**config.mk**
```make
export PLATFORM = sky130hd
export DESIGN_NAME = flash_doubleword_write_combiner
export DESIGN_NICKNAME = d
export VERILOG_FILES = /design/src/fdwc_pkg.sv /design/src/fdwc_pair_logic.sv /design/src/fdwc_result_buf.sv /design/src/flash_doubleword_write_combiner.sv
export VERILOG_INCLUDE_DIRS = /design/src /design/src/src
export SDC_FILE = /design/constraint.sdc
export NUM_CORES = 1
export LEC_CHECK = 0
export ABC_CLOCK_PERIOD_IN_PS = 4700
export BUFFER_PORTS_ARGS = -buffer_cell sky130_fd_sc_hd__clkbuf_2
export CORE_MARGIN = 4
export CORE_UTILIZATION = 55
export CTS_CLUSTER_SIZE = 20
export DETAILED_ROUTE_END_ITERATION = 6
export GPL_TIMING_DRIVEN = 0
export PLACE_DENSITY = 0.77
export SLEW_MARGIN = 20
export SYNTH_ARGS = -nofsm -noshare
export SYNTH_HDL_FRONTEND = slang
export SYNTH_SLANG_ARGS = --single-unit
export TNS_END_PERCENT = 50
```
**constraint.sdc**
```tcl
create_clock -name clk -period 4.7 [get_ports clk]
set_clock_uncertainty 0.05 [all_clocks]
set_input_delay 0.47 -clock clk [delete_from_list [all_inputs] [get_ports clk]]
set_output_delay 0.47 -clock clk [all_outputs]
set_load 0.005 [all_outputs]
```
**src/flash_doubleword_write_combiner_defines.svh**
```systemverilog
// assertion macros for the flash double-word write combiner
// taken in by the module that checks its own logic; no other dependencies
`ifndef FLASH_DOUBLEWORD_WRITE_COMBINER_DEFINES_SVH
`define FLASH_DOUBLEWORD_WRITE_COMBINER_DEFINES_SVH

`ifndef SYNTHESIS
// same-cycle implication
`define FDWC_ASSERT_IMPL(lbl, clk, rstn, ante, cons) \
	lbl: assert property (@(posedge clk) disable iff (!rstn) (ante) |-> (cons)) \
		else $error("fdwc assertion failed");
// next-cycle implication
`define FDWC_ASSERT_NEXT(lbl, clk, rstn, ante, cons) \
	lbl: assert property (@(posedge clk) disable iff (!rstn) (ante) |=> (cons)) \
		else $error("fdwc assertion failed");
`else
`define FDWC_ASSERT_IMPL(lbl, clk, rstn, ante, cons)
`define FDWC_ASSERT_NEXT(lbl, clk, rstn, ante, cons)
`endif

`endif

```
**src/fdwc_pkg.sv**
```systemverilog
// shared types, constants and the flash address helper of the write combiner
// no dependencies
`timescale 1ns / 1ps

package fdwc_pkg;

	localparam int unsigned ADDR_W  = 24;
	localparam int unsigned FADDR_W = 25;
	localparam int unsigned WORD_W  = 32;

	localparam logic [WORD_W-1:0] ALL_ONES     = 32'hFFFF_FFFF;
	localparam logic [ADDR_W-1:0] OFFSET_RESET = 24'h80_0000;
	localparam logic [ADDR_W-1:0] PREV_RESET   = 24'h00_0004;
	localparam logic [ADDR_W-1:0] HIGH_STEP    = 24'h00_0004;

	localparam logic CMD_WORD     = 1'b0;
	localparam logic CMD_FLUSH    = 1'b1;
	localparam logic KIND_PROGRAM = 1'b0;
	localparam logic KIND_LOCK    = 1'b1;

	typedef struct packed {
		logic              command;
		logic [ADDR_W-1:0] raw_address;
		logic [WORD_W-1:0] data_word;
	} in_item_t;

	typedef struct packed {
		logic               kind;
		logic [FADDR_W-1:0] write_address;
		logic [WORD_W-1:0]  low_word;
		logic [WORD_W-1:0]  high_word;
		logic               last;
	} result_t;

	// results of one item plus the state update it asks for
	typedef struct packed {
		result_t    r0;
		result_t    r1;
		logic [1:0] count;
		logic       upd_addr;
		logic       upd_word;
	} pair_out_t;

	// raw plus offset, low three bits cleared
	function automatic logic [FADDR_W-1:0] flash_addr(
		input logic [ADDR_W-1:0] raw,
		input logic [ADDR_W-1:0] offset
	);
		logic [FADDR_W-1:0] sum;
		sum = {1'b0, raw} + {1'b0, offset[ADDR_W-1:3], 3'b000};
		return {sum[FADDR_W-1:3], 3'b000};
	endfunction

endpackage

```
**src/fdwc_pair_logic.sv**
```systemverilog
// combinational pairing of one word or flush against the held previous address
// depends on fdwc_pkg
`timescale 1ns / 1ps

module fdwc_pair_logic (
	input  fdwc_pkg::in_item_t  item,
	input  logic [23:0]         prev_addr,
	input  logic [31:0]         pend_word,
	input  logic [23:0]         offset,
	output fdwc_pkg::pair_out_t res
);
	import fdwc_pkg::*;

	logic               prev_low;
	logic               raw_low;
	logic               partner;
	logic [FADDR_W-1:0] pend_faddr;
	logic [FADDR_W-1:0] raw_faddr;
	result_t            padded_pend;
	result_t            lock_res;
	result_t            new_high;
	result_t            full_pair;

	assign prev_low   = (prev_addr[2:0] == 3'b000);
	assign raw_low    = (item.raw_address[2:0] == 3'b000);
	assign partner    = prev_low && (item.raw_address == prev_addr + HIGH_STEP);
	assign pend_faddr = flash_addr(prev_addr, offset);
	assign raw_faddr  = flash_addr(item.raw_address, offset);

	always_comb begin
		padded_pend = '{kind: KIND_PROGRAM, write_address: pend_faddr,
			low_word: pend_word, high_word: ALL_ONES, last: 1'b0};
		lock_res    = '{kind: KIND_LOCK, write_address: '0,
			low_word: '0, high_word: '0, last: 1'b0};
		new_high    = '{kind: KIND_PROGRAM, write_address: raw_faddr,
			low_word: ALL_ONES, high_word: item.data_word, last: 1'b0};
		full_pair   = '{kind: KIND_PROGRAM, write_address: pend_faddr,
			low_word: pend_word, high_word: item.data_word, last: 1'b0};

		res = '0;
		case (item.command)
			CMD_FLUSH: begin
				// flush leaves state alone
				if (prev_low) begin
					res.r0    = padded_pend;
					res.r1    = lock_res;
					res.count = 2'd2;
				end else begin
					res.r0    = lock_res;
					res.count = 2'd1;
				end
			end
			CMD_WORD: begin
				res.upd_addr = 1'b1;
				if (raw_low) begin
					res.upd_word = 1'b1;
					if (prev_low) begin
						res.r0    = padded_pend;
						res.count = 2'd1;
					end
				end else if (partner) begin
					res.r0    = full_pair;
					res.count = 2'd1;
				end else if (prev_low) begin
					res.r0    = padded_pend;
					res.r1    = new_high;
					res.count = 2'd2;
				end else begin
					res.r0    = new_high;
					res.count = 2'd1;
				end
			end
			default: res = '0;
		endcase
		res.r0.last = (res.count == 2'd1);
		res.r1.last = (res.count == 2'd2);
	end

endmodule

```
**src/fdwc_result_buf.sv**
```systemverilog
// two-slot result register that hands out the results of one item in order
// depends on fdwc_pkg and the assertion macro header
`timescale 1ns / 1ps
`include "flash_doubleword_write_combiner_defines.svh"

module fdwc_result_buf (
	input  logic              clk,
	input  logic              arst_n,
	input  logic              load_valid,
	output logic              load_ready,
	input  fdwc_pkg::result_t r0,
	input  fdwc_pkg::result_t r1,
	input  logic [1:0]        count,
	output logic              out_valid,
	input  logic              out_ready,
	output fdwc_pkg::result_t out_res
);
	import fdwc_pkg::*;

	logic [1:0] cnt_q;
	result_t    slot0_q;
	result_t    slot1_q;
	logic       take;
	logic       load;

	assign out_valid  = (cnt_q != 2'd0);
	assign out_res    = slot0_q;
	assign take       = out_valid && out_ready;
	// the buffer is free once its final result leaves
	assign load_ready = (cnt_q == 2'd0) || ((cnt_q == 2'd1) && out_ready);
	assign load       = load_valid && load_ready;

	always_ff @(posedge clk or negedge arst_n) begin
		if (!arst_n) begin
			cnt_q <= 2'd0;
		end else if (load) begin
			cnt_q <= count;
		end else if (take) begin
			cnt_q <= cnt_q - 2'd1;
		end
	end

	always_ff @(posedge clk) begin
		if (load) begin
			slot0_q <= r0;
			slot1_q <= r1;
		end else if (take) begin
			slot0_q <= slot1_q;
		end
	end

	`FDWC_ASSERT_IMPL(a_two_head_not_last, clk, arst_n, cnt_q == 2'd2, !slot0_q.last)
	`FDWC_ASSERT_IMPL(a_one_head_last, clk, arst_n, cnt_q == 2'd1, slot0_q.last)
	`FDWC_ASSERT_NEXT(a_load_count, clk, arst_n, load && (count != 2'd0), cnt_q == $past(count))

endmodule

```
**src/flash_doubleword_write_combiner.sv**
```systemverilog
// channel   | dir | payload
// s_axis    | in  | tuser: command; tdata: raw_address[23:0], data_word[55:24]
// m_axis    | out | tuser: kind; tlast: last; tdata: write_address, low_word, high_word
// cfg       | in  | address_offset write, 24 bits
//
// an item is held in the input register, is paired against the held
// state and moves into the two-slot result register; items giving zero or one
// result flow at one per cycle while m_axis takes each result, items giving two
// hold the next item until their second result leaves the single result port.
// reset (arst_n, async) clears the control state, offset to 0x800000 and the
// previous address to 4. a stalled m_axis holds the input register and then tready.
// depends on fdwc_pkg, fdwc_pair_logic, fdwc_result_buf
`timescale 1ns / 1ps

module flash_doubleword_write_combiner (
	input  logic        clk,
	input  logic        arst_n,
	input  logic        s_axis_tvalid,
	output logic        s_axis_tready,
	input  logic [55:0] s_axis_tdata,   // raw_address[23:0], data_word[55:24]
	input  logic        s_axis_tuser,   // command
	output logic        m_axis_tvalid,
	input  logic        m_axis_tready,
	output logic [95:0] m_axis_tdata,   // write_address[24:0], low_word[56:25],
	                                    // high_word[88:57], zero fill
	output logic        m_axis_tuser,   // kind
	output logic        m_axis_tlast,
	input  logic        cfg_valid,
	output logic        cfg_ready,
	input  logic [23:0] cfg_data
);
	import fdwc_pkg::*;

	in_item_t          item_s1;
	logic              valid_s1;
	logic [ADDR_W-1:0] offset_q;
	logic [ADDR_W-1:0] prev_addr_q;
	logic [WORD_W-1:0] pend_word_q;
	pair_out_t         pair;
	logic              buf_ready;
	logic              advance;
	result_t           head;

	assign cfg_ready     = 1'b1;
	assign advance       = valid_s1 && buf_ready;
	assign s_axis_tready = !valid_s1 || advance;

	always_ff @(posedge clk or negedge arst_n) begin
		if (!arst_n) begin
			valid_s1    <= 1'b0;
			offset_q    <= OFFSET_RESET;
			prev_addr_q <= PREV_RESET;
		end else begin
			if (s_axis_tready) begin
				valid_s1 <= s_axis_tvalid;
			end
			if (cfg_valid) begin
				offset_q <= cfg_data;
			end
			if (advance && pair.upd_addr) begin
				prev_addr_q <= item_s1.raw_address;
			end
		end
	end

	always_ff @(posedge clk) begin
		if (s_axis_tvalid && s_axis_tready) begin
			item_s1 <= '{command: s_axis_tuser, raw_address: s_axis_tdata[23:0],
				data_word: s_axis_tdata[55:24]};
		end
		if (advance && pair.upd_word) begin
			pend_word_q <= item_s1.data_word;
		end
	end

	fdwc_pair_logic u_pair (
		.item      (item_s1),
		.prev_addr (prev_addr_q),
		.pend_word (pend_word_q),
		.offset    (offset_q),
		.res       (pair)
	);

	fdwc_result_buf u_buf (
		.clk        (clk),
		.arst_n     (arst_n),
		.load_valid (valid_s1),
		.load_ready (buf_ready),
		.r0         (pair.r0),
		.r1         (pair.r1),
		.count      (pair.count),
		.out_valid  (m_axis_tvalid),
		.out_ready  (m_axis_tready),
		.out_res    (head)
	);

	assign m_axis_tdata = {7'b0, head.high_word, head.low_word, head.write_address};
	assign m_axis_tuser = head.kind;
	assign m_axis_tlast = head.last;

endmodule

```
==> summary.md <==
| Metric | Value |
|---|---|
| Vias per inst | 5.75 |
| Max-cap violations | 0 |
| Slew Limit Fails | 0 |
| Async set-reset flop share out of synthesis | 17.0% |
| Layout cells sized above 1 | 22.8% |
| WL final | 31.2 mm |
| Worst path bufs/invs | 2 |
| Power density over the cells | 688 nW/µm² |
| Met1 usage | 31.4% |
| Antenna cells | 0 |
| Leak | 6.55 nW |
| Placement Rows | 57 |
| Status | finished, final reports clean |
| Via count of the first global-routing pass | 8962 |
| CTS buffer count | 28 |
| Most common cell on crit path | clkbuf_1 |
| Post-synth EDFFs | 234 |
| IR drop worst, VDD | 362 µV |
| Final hold violations | 0 |
| Met2 usage | 37.5% |
| Final cell count without fillers | 1637 |
| Pre-Repair DR Iteration Count | 5 |
| Final period util | 90.1% |
| RSZ-0062 raised after global routing | false |
| Core box area | 24200 µm² |
| DRT iter0 DRCs | 841 |
| CTS tree | yes |
| Die Ht | 164 µm |
| Final Util | 65.6% |
| Cell area after synthesis | 13500 µm² |
| Setup violators final | 0 |
| Max-slew headroom | 29.5% |
| Total Power Consumption | 10.9 mW |
| Yosys reg bits | 282 |
| Clock transition at path regs | 70 ps |
| First-pass GRT wire length | 48.0 mm |
| Crit-path slowest cell | dfstp_2 |
| Port bufs | 172 |
| H-tree levels | 1 |
| Met3 usage | 3.29% |
| Req. time, crit path | 4940 ps |
| CP endpoint kind | flop |
| Top Family by Delay on Critical Path | simple AND/OR/NAND/NOR gates |
| Tmin final | 4240 ps |
| Final ANT Viol Nets | 0 |
| Placed Cells | 1584 |
| Synth-to-layout area growth | 17.8% |
| Leading area contributor after synthesis | edfxtp_1 |
| Achievable clock frequency | 236 MHz |
| Nets | 1424 |
| DR vias | 9412 |
| Clk Latency, worst-skew pair | 550 ps |
| Initial Util | 55.7% |
| Worst setup SP type | flop |
| Worst hold path class | primary input to flop |
| Grt total ovfl | 0 |
| Chip width | 164 µm |
| Top cells by area, synth | edfxtp_1, dfrtp_1, ha_1 |
| Worst-margin pin slew | 1050 ps |
| Die area | 27100 µm² |
| Synth Instances | 1072 |
| CTS root buf | clkbuf_16 |
| RD Place Congestion | 0.859 |
| Final HPWL DP | 23.1 mm |
| Synth Warn # | 0 |
| CP max stage delay | 610 ps |
| Initial antenna violation count | 0 |
| Synthesized area per cell | 12.6 µm² |
| Setup WS pre-CTS | 276 ps |
| Total Routing Usage GR | 22.7% |
| Post-DR wirelength/cell | 19.1 µm |
| Num ports | 187 |
| Netlist cell types | 68 |
| Post-synthesis sequential area ratio | 61.1% |
| Critical Path Fanout Max | 10 |
| Grt peak-use layer | met2 |
| Largest net degree at the start of global routing | 64 |
| WP data arrival | 4470 ps |
| WS Path Type | flop to flop |
| Crit path cell chain | ha_1, nand2_1, or4_1, or3_1, a222oi_1, nand4_1, nor4_2, nor2_1, clkbuf_1, clkbuf_1, and3_1 |
| Clock Path Buffers | 3 |
| Setup TNS | 0 ps |
| Share of the synthesized area in the top cell type | 52.2% |
| PnR worst setup slack | 465 ps |
| Residual DRC | 0 |
| Top FF cell, synth | edfxtp_1 |
| Sink Count | 282 |
worst paths after layout:
| path | end | cells past startpoint | startpoint | slack [ps] |
|---|---|---|---|---|
| max in group asynchronous | prev_addr_q[4]$_DFFE_PN0P_ | 2 | arst_n | 3600 |
| hold / removal | item_s1[46]$_DFFE_PP_ | 1 | s_axis_tdata[14] | 40 |
| hold reg to reg | pend_word_q[18]$_DFFE_PP_ | 0 | item_s1[18]$_DFFE_PP_ | 410 |
| setup reg to reg | u_buf.slot1_q[29]$_SDFFCE_PP0P_ | 11 | prev_addr_q[2]$_DFFE_PN1P_ | 460 |
| setup / recovery | u_buf.slot1_q[29]$_SDFFCE_PP0P_ | 11 | prev_addr_q[2]$_DFFE_PN1P_ | 460 |
| min in group asynchronous | offset_q[19]$_DFFE_PN0P_ | 2 | arst_n | 480 |
metrics by stage:
stage | hold slack, ps | cell area, µm²
2_1_floorplan | 124 | 13500
3_3_place_gp | 393 | 14800
3_5_place_dp | 392 | 14900
4_1_cts | 21.0 | 15900
5_1_grt | 24.7 | 15900
6_report | 42.4 | 15900
power by group:
| group | switching, mW | internal (mW) |
|---|---|---|
| logic | 2.51 | 1.70 |
| registers | 0.484 | 3.97 |
| clock network | 0.928 | 1.32 |
| total | 3.92 | 7.00 |
kinds of logic after synthesis:
kind of cell	Yosys count	share of synthesized area, %
buf+inv	87	2.94
mux	48	3.98
compound gates	232	11.5
xor+xnor	48	3.12
fa+ha+maj	47	4.48
other cells	2	0.0558
simple gates	326	12.8
flops	282	61.1
timing repair:
| item | CTS | global route |
|---|---|---|
| endpoints found under the setup margin | 0 | 10 |
| buffers inserted | 0 | 0 |
| resized for setup | 0 | 1 |
| hold buffers | 1 | 0 |
| hold endpoints to repair | 25 | 0 |
final cells by class:
| type | instances | area, µm² |
|---|---|---|
| Buffer | 64 | 310 |
| Multi-Input combinational cell | 712 | 4900 |
| Clock inverter | 22 | 218 |
| Clock buffer | 30 | 718 |
| Sequential cell | 282 | 8230 |
| Timing Repair Buffer | 180 | 998 |
| Fill cell | 1833 | 8310 |
| Tap cell | 324 | 405 |
| Inverter | 23 | 86.3 |
worst reg2reg max path: cells and delay by family, from the launching register on:
family	cells	cell delay (ps)
compound gates	1	380
fa+ha+maj	1	260
buf+inv	2	590
flops	1	610
simple gates	7	2100
per-layer routing:
| layer | routed length (µm) | vias up | part of all wire, % |
|---|---|---|---|
| met1 | 13100 | 4444 | 42 |
| met4 | 903 | 0 | 2.9 |
| met2 | 14700 | 402 | 47 |
| li1 | - | 4502 | - |
| met5 | 0 | - | 0 |
| met3 | 2470 | 64 | 7.9 |
state kept, by name, summed over array words and instances, names as in the netlist:
register	cells
pend_word_q	32
prev_addr_q	24
u_buf.cnt_q	2
u_buf.out_res	88
offset_q	21
item_s1	57
u_buf.slot1_q	57
valid_s1	1
layout by cell type (no fill, tap or decap), types with 5 or more instances in the layout:
cell and instances:
clkinv_1 8, clkbuf_1 45, dfrtp_1 46, a21o_1 11
o21a_1 11, nor2_1 39, clkbuf_16 28, o21ai_0 41
edfxtp_1 234, and3_1 77, a31oi_1 13, conb_1 11
clkbuf_2 171, a211o_1 33, a21oi_1 66, xor2_1 14
o31ai_1 8, nand2_1 87, nor3_1 17, a211oi_1 7
buf_4 13, or3_1 13, inv_1 23, ha_1 45
clkinv_2 7, nand4_1 11, nand2b_1 13, mux2_2 43
nand3_1 23, buf_6 5, and2_1 10, xnor2_1 34
nor4_1 8
synthesized netlist by cell type, drive strengths merged (12+ instances only):
cell / n
inv: 23
ha: 45
or3: 13
a31oi: 13
nand3: 23
xor2: 14
nor3: 19
a211o: 33
xnor2: 34
mux2: 44
dfrtp: 46
o21ai: 41
edfxtp: 234
nor2: 41
buf: 20
and3: 77
nand4: 12
nand2b: 13
a21oi: 67
nand2: 87
clkbuf: 44
Note: power is estimated with default switching activity, not from simulation.
